--- config.mk ---
export PLATFORM = sky130hd
export DESIGN_NAME = qxm_divider
export DESIGN_NICKNAME = d
export VERILOG_FILES = /design/src/hdl/qxm_pkg.sv /design/src/hdl/qxm_divider.sv
export SDC_FILE = /design/constraint.sdc
export NUM_CORES = 2
export LEC_CHECK = 0
export ABC_CLOCK_PERIOD_IN_PS = 5600
export BUFFER_PORTS_ARGS = -buffer_cell sky130_fd_sc_hd__buf_2
export CORE_UTILIZATION = 38
export DETAILED_ROUTE_END_ITERATION = 10
export GPL_TIMING_DRIVEN = 0
export HOLD_SLACK_MARGIN = 0.06
export PLACE_DENSITY = 0.62
export SLEW_MARGIN = 25
export SYNTH_ARGS = -nofsm -noshare
export SYNTH_HDL_FRONTEND = slang
export SYNTH_SLANG_ARGS = --single-unit
export TNS_END_PERCENT = 1
--- constraint.sdc ---
create_clock -name clk -period 5.6 [get_ports clk]
set_input_delay 1.12 -clock clk [delete_from_list [all_inputs] [get_ports clk]]
set_output_delay 1.12 -clock clk [all_outputs]
set_load 0.01 [all_outputs]
--- src/hdl/qxm_pkg.sv ---
`default_nettype none

package qxm_pkg;

  // Fixed-point format
  localparam int FRAC_BITS = 16;
  localparam int ONE_Q     = 1 << FRAC_BITS;
  localparam int YAW_EPS   = ONE_Q / 1000;

  // Field widths
  localparam int CFG_W     = FRAC_BITS + 1;        // max, headroom, idle, data port
  localparam int GAIN_W    = 16;
  localparam int THR_W     = CFG_W + 1;
  localparam int CMD_W     = 16;
  localparam int MOT_W     = CFG_W;
  localparam int CFG_IDX_W = 2;

  // Internal widths
  localparam int PROD_W  = CMD_W + GAIN_W + 1;     // command * gain
  localparam int YC_W    = CFG_W + 1;              // yaw clamped to +-max
  localparam int YH_W    = YC_W + CFG_W + 1;       // clamped yaw * headroom
  localparam int YAW_W   = YH_W - FRAC_BITS;       // headroom-scaled yaw
  localparam int A_W     = YAW_W;                  // yaw magnitude, divisor
  localparam int MIX_W   = 38;                     // motor mix sums
  localparam int SCALE_W = FRAC_BITS + 1;
  localparam int SP_W    = YAW_W + SCALE_W + 1;    // yaw * scale
  localparam int YS_W    = SP_W - FRAC_BITS;

  // Stream packing
  localparam int ROLL_LSB    = THR_W;
  localparam int PITCH_LSB   = THR_W + CMD_W;
  localparam int YAW_LSB     = THR_W + 2 * CMD_W;
  localparam int IN_BITS     = THR_W + 3 * CMD_W;
  localparam int IN_TDATA_W  = ((IN_BITS + 7) / 8) * 8;
  localparam int OUT_BITS    = 4 * MOT_W;
  localparam int OUT_TDATA_W = ((OUT_BITS + 7) / 8) * 8;
  localparam int OUT_PAD     = OUT_TDATA_W - OUT_BITS;

  // Quad-X sign table, bit i set means the axis is subtracted for motor i
  // (0 front left, 1 front right, 2 rear left, 3 rear right)
  localparam logic [3:0] ROLL_NEG  = 4'b1010;
  localparam logic [3:0] PITCH_NEG = 4'b1100;
  localparam logic [3:0] YAW_NEG   = 4'b1001;

  typedef enum logic [CFG_IDX_W-1:0] {
    REG_MAX_THROTTLE  = 2'd0,
    REG_AXIS_GAIN     = 2'd1,
    REG_YAW_HEADROOM  = 2'd2,
    REG_IDLE_THROTTLE = 2'd3
  } cfg_reg_t;

  typedef logic signed [MIX_W-1:0] mix_t;
  typedef mix_t [3:0] mix4_t;

  // Payload that rides alongside the yaw scale division
  typedef struct packed {
    mix4_t                   mix;
    logic signed [YAW_W-1:0] yaw;
    logic                    over;
    logic                    do_div;
  } div_side_t;

endpackage

`default_nettype wire

--- src/hdl/qxm_divider.sv ---
`default_nettype none

// Pipelined restoring divider: one quotient bit per stage, num < den assumed,
// quotient = floor((num << FRAC_BITS) / den).
module qxm_divider (
  input  logic                           clk,
  input  logic                           rst,
  input  logic                           en,
  input  logic                           in_valid,
  input  logic [qxm_pkg::A_W-1:0]        num,
  input  logic [qxm_pkg::A_W-1:0]        den,
  input  qxm_pkg::div_side_t             in_side,
  output logic                           out_valid,
  output logic [qxm_pkg::FRAC_BITS-1:0]  quot,
  output qxm_pkg::div_side_t             out_side
);
  import qxm_pkg::*;

  localparam int REM_W = A_W + 1;

  logic                 vld  [FRAC_BITS];
  logic [REM_W-1:0]     rem  [FRAC_BITS];
  logic [A_W-1:0]       dvs  [FRAC_BITS];
  logic [FRAC_BITS-1:0] quo  [FRAC_BITS];
  div_side_t            side [FRAC_BITS];

  for (genvar k = 0; k < FRAC_BITS; k++) begin : g_step
    logic                 vld_in;
    logic [REM_W-1:0]     rem_in;
    logic [A_W-1:0]       dvs_in;
    logic [FRAC_BITS-1:0] quo_in;
    div_side_t            side_in;
    logic [REM_W-1:0]     rem_sh;
    logic                 ge;

    if (k == 0) begin : g_first
      assign vld_in  = in_valid;
      assign rem_in  = {1'b0, num};
      assign dvs_in  = den;
      assign quo_in  = '0;
      assign side_in = in_side;
    end else begin : g_next
      assign vld_in  = vld[k-1];
      assign rem_in  = rem[k-1];
      assign dvs_in  = dvs[k-1];
      assign quo_in  = quo[k-1];
      assign side_in = side[k-1];
    end

    // shift in a zero, subtract the divisor when it fits
    assign rem_sh = {rem_in[REM_W-2:0], 1'b0};
    assign ge     = rem_sh >= {1'b0, dvs_in};

    always_ff @(posedge clk) begin
      if (rst) begin
        vld[k] <= 1'b0;
      end else if (en) begin
        vld[k] <= vld_in;
      end
    end

    always_ff @(posedge clk) begin
      if (en) begin
        rem[k]  <= ge ? (rem_sh - {1'b0, dvs_in}) : rem_sh;
        dvs[k]  <= dvs_in;
        quo[k]  <= {quo_in[FRAC_BITS-2:0], ge};
        side[k] <= side_in;
      end
    end
  end

  assign out_valid = vld[FRAC_BITS-1];
  assign quot      = quo[FRAC_BITS-1];
  assign out_side  = side[FRAC_BITS-1];

endmodule

`default_nettype wire

==> impl_metrics.env <==
export IMPL_status="complete, no violations"
export IMPL_netlist_instances=6392
export IMPL_wl_per_cell_um=15.7
export IMPL_clock_fmax_ghz=0.218
export IMPL_cp_required_ns=6.12
export IMPL_postCtsHoldBufs=0
export IMPL_finalSetupViolations=0
export IMPL_final_common_cell="edfxtp_1"
export IMPL_clockBufferDepth=4
export IMPL_power_density_nw_per_um2=482
export IMPL_fp_dieArea_um2=332000
export IMPL_cap_violations=0
export IMPL_ys_ff_latch=3536
export IMPL_clk_latency_ns=0.93
export IMPL_firstDrtPassIters=5
export IMPL_synth_edff_count=3536
export IMPL_place_inst=11200
export IMPL_cp_slowest_cell="buf_16"
export IMPL_overflow=0
export IMPL_grt_max_degree=147
export IMPL_period_needed_ns=4.60
export IMPL_yosys_top_cells_area="edfxtp_1, ha_1, inv_1"
export IMPL_synth_warnings=0
export IMPL_worst_setup_path_start_kind="input pin"
export IMPL_via_per_inst=4.58
export IMPL_drtIter0Drc=3740
export IMPL_ir_worst_vdd_uv=333
export IMPL_area_delta_synth_final_pct=16.5
export IMPL_io_pins=409
export IMPL_antenna_found_initial=15
export IMPL_hp_start="in_side[109]"
export IMPL_hold_viol_final=0
export IMPL_grt_pass1_vias=54700
export IMPL_cts_sinks=3536
export IMPL_tritoncts_num_buffers=370
export IMPL_cts_tree="done"
export IMPL_port_buffers=408
export IMPL_cp_arrival_ns=5.12
export IMPL_final_cell_mix="edfxtp_1, buf_2, inv_1"
export IMPL_seq_area_frac_synth=0.846
export IMPL_synth_fp_nets=6944
export IMPL_vias=54400
export IMPL_cpMostUsedCell="buf_16"
export IMPL_wl_um=186000
export IMPL_cpPeakStageDelay_ns=0.52
export IMPL_path_delay_family="buffers and inverters"
export IMPL_yosysTopAreaCell="edfxtp_1"
export IMPL_ys_flop_type="edfxtp_1"
export IMPL_hpwl_um=115000
export IMPL_ctsResizeCount=0
export IMPL_relSlewSlack=0.294
export IMPL_crit_fanout=146
export IMPL_core_area_um2=328000
export IMPL_crit_chain="buf_12, buf_16, buf_16, buf_16, buf_16, buf_16, buf_16"
export IMPL_synth_area_um2=125000
export IMPL_synthArstFlopShare=0
export IMPL_r2r_start="dvs[4][10]"
export IMPL_drc=0
export IMPL_maxSlewViolCount=0
export IMPL_rsz0062_at_grt="no"
export IMPL_tightestPinTransition_ns=1.05
export IMPL_reg2reg_depth=13
export IMPL_clkTransAtPathRegs_ns=0.06
export IMPL_syn_avg_cell_area_um2=19.6
export IMPL_synth_top_cell_area_share=0.846
export IMPL_whs_endpoint="side[0][109]"
export IMPL_cp_startpoint="en"
export IMPL_p_leak_nw=52.7
export IMPL_cts_setup_buffers=0
export IMPL_fin_nets=7753
export IMPL_gp_congestion=0.892
export IMPL_cts_root_buf="clkbuf_16"
export IMPL_die_h_um=577
export IMPL_r2r_slack_ns=1.63
export IMPL_endpoint_kind="register"
export IMPL_whs_path_depth=1
export IMPL_detail_route_antenna_nets=0
export IMPL_r2r_end="rem[4][22]"
export IMPL_crit_type="input pin to register"
export IMPL_hold_path_class="input pin to register"
export IMPL_grt_pass1_wl_um=293000
export IMPL_drive_gt1_frac=0.156
export IMPL_skew_ns=0.0942
export IMPL_fin_cells=11900
export IMPL_track_usage=0.108
export IMPL_rows=210
export IMPL_nFillCells=27700
export IMPL_synthDistinctLibCells=85
export IMPL_critPathBufInv=7
export IMPL_die_w_um=577
export IMPL_htreeDepth=5
export IMPL_tns_ns=0
export IMPL_start_util=0.383
export IMPL_period_share=0.821
-- layout make-up --
class	instances	area, um2	share of cell area
clock inverters	236	2880	0.0197
well taps	4346	5440	0.0372
clock buffers	442	9570	0.0655
inverters	399	1500	0.0103
plain buffers	71	308	0.00210
multi-input cells	2386	17500	0.120
diodes	4	10.0	0.0000685
repair buffers	437	2860	0.0195
flip-flops and latches	3536	106000	0.726
-- state kept, by name, indices dropped and copies added, names as in the netlist --
register and flops:
rem 300, side 2784, vld 16, dvs 300
quo 136
-- power breakdown --
part / internal [mW] / switching [mW] / total [mW]
clock: 14.6 / 10.0 / 24.6
sequential: 32.7 / 1.07 / 33.7
combinational: 5.31 / 6.85 / 12.2
total: 52.6 / 18.0 / 70.6
-- per-stage QoR --
step | instance area [um2] | hold WS, ns | total power [mW] | util | setup WS [ns]
after floorplan | 125000 | 0.400 | 42.8 | - | 2.07
after global placement | 133000 | 0.400 | 48.8 | 0.405 | -53.11
after detailed placement | 134000 | 0.405 | 46.4 | 0.408 | 0.0563
after CTS | 146000 | 0.253 | 71.6 | 0.446 | 1.12
after global routing | 146000 | 0.283 | 74.1 | 0.446 | 0.770
final | 146000 | 0.376 | 70.6 | 0.446 | 1.00
-- worst max path at each step --
| stage | end | slack [ns] | cells after the start |
|---|---|---|---|
| global route | side[1][1343] | 0.77 | 7 |
| global placement | vld[0][0] | -53.11 | 2 |
| finish | side[1][1343] | 1.00 | 7 |
| CTS | side[1][1343] | 1.12 | 7 |
| floorplan | rem[0][10] | 2.07 | 12 |
| detailed placement | side[1][1343] | 0.06 | 7 |
-- cell families (layout without fill, tap and decap cells) --
family                   after synthesis  after routing  synth area share
XOR/XNOR                             222            222            0.0155
multiplexers                         157            157            0.0144
buffers and inverters                470           1585            0.0144
adder cells (fa/ha/maj)              334            334            0.0342
other                                  0              4                 0
AO/OA/AOI/OAI                        879            879            0.0446
AND/OR/NAND/NOR                      794            794            0.0306
flip-flops                          3536           3536             0.846
-- worst register-to-register path, cell delays in order (launching register included) --
cell and delay, ns:
edfxtp_1 0.38, inv_1 0.06, ha_1 0.26, clkbuf_1 0.35, nand3_1 0.20, nor2_1 0.34, nand2_1 0.17, a21oi_1 0.35
o2111ai_1 0.19, a41oi_1 0.35, a31o_2 0.21, buf_2 0.23, clkbuf_1 0.50, a21oi_1 0.15
-- per-layer routing --
layer / global-route usage / share of wire
met5: 0 / 0.00022
met4: 0.0442 / 0.035
met3: 0.0268 / 0.057
met2: 0.175 / 0.46
met1: 0.140 / 0.44
-- synth_stat cells, types with 6 or more instances --
cell type	instances
a31o_2	15
a21oi_1	280
nor2b_1	58
clkbuf_1	46
xnor2_1	125
o211ai_1	14
o21bai_1	22
a21boi_0	13
o21ai_0	187
a211o_1	12
edfxtp_1	3536
o2111ai_1	7
nand4_1	36
a21o_1	126
o31ai_1	17
a31oi_1	23
nor3_1	53
nor4_1	7
or3_1	22
nand3_1	55
mux2i_1	13
buf_2	18
nand2_1	168
nand2b_1	47
xor2_1	97
nor2_1	253
mux2_2	119
fa_1	15
and3_1	20
o21ai_1	6
mux2_4	15
mux2_1	10
a211oi_1	17
and2_1	35
inv_1	397
o31a_1	17
o21a_1	57
and4_1	8
ha_1	319
or2_2	12
Power figures use the tool's default switching activity.
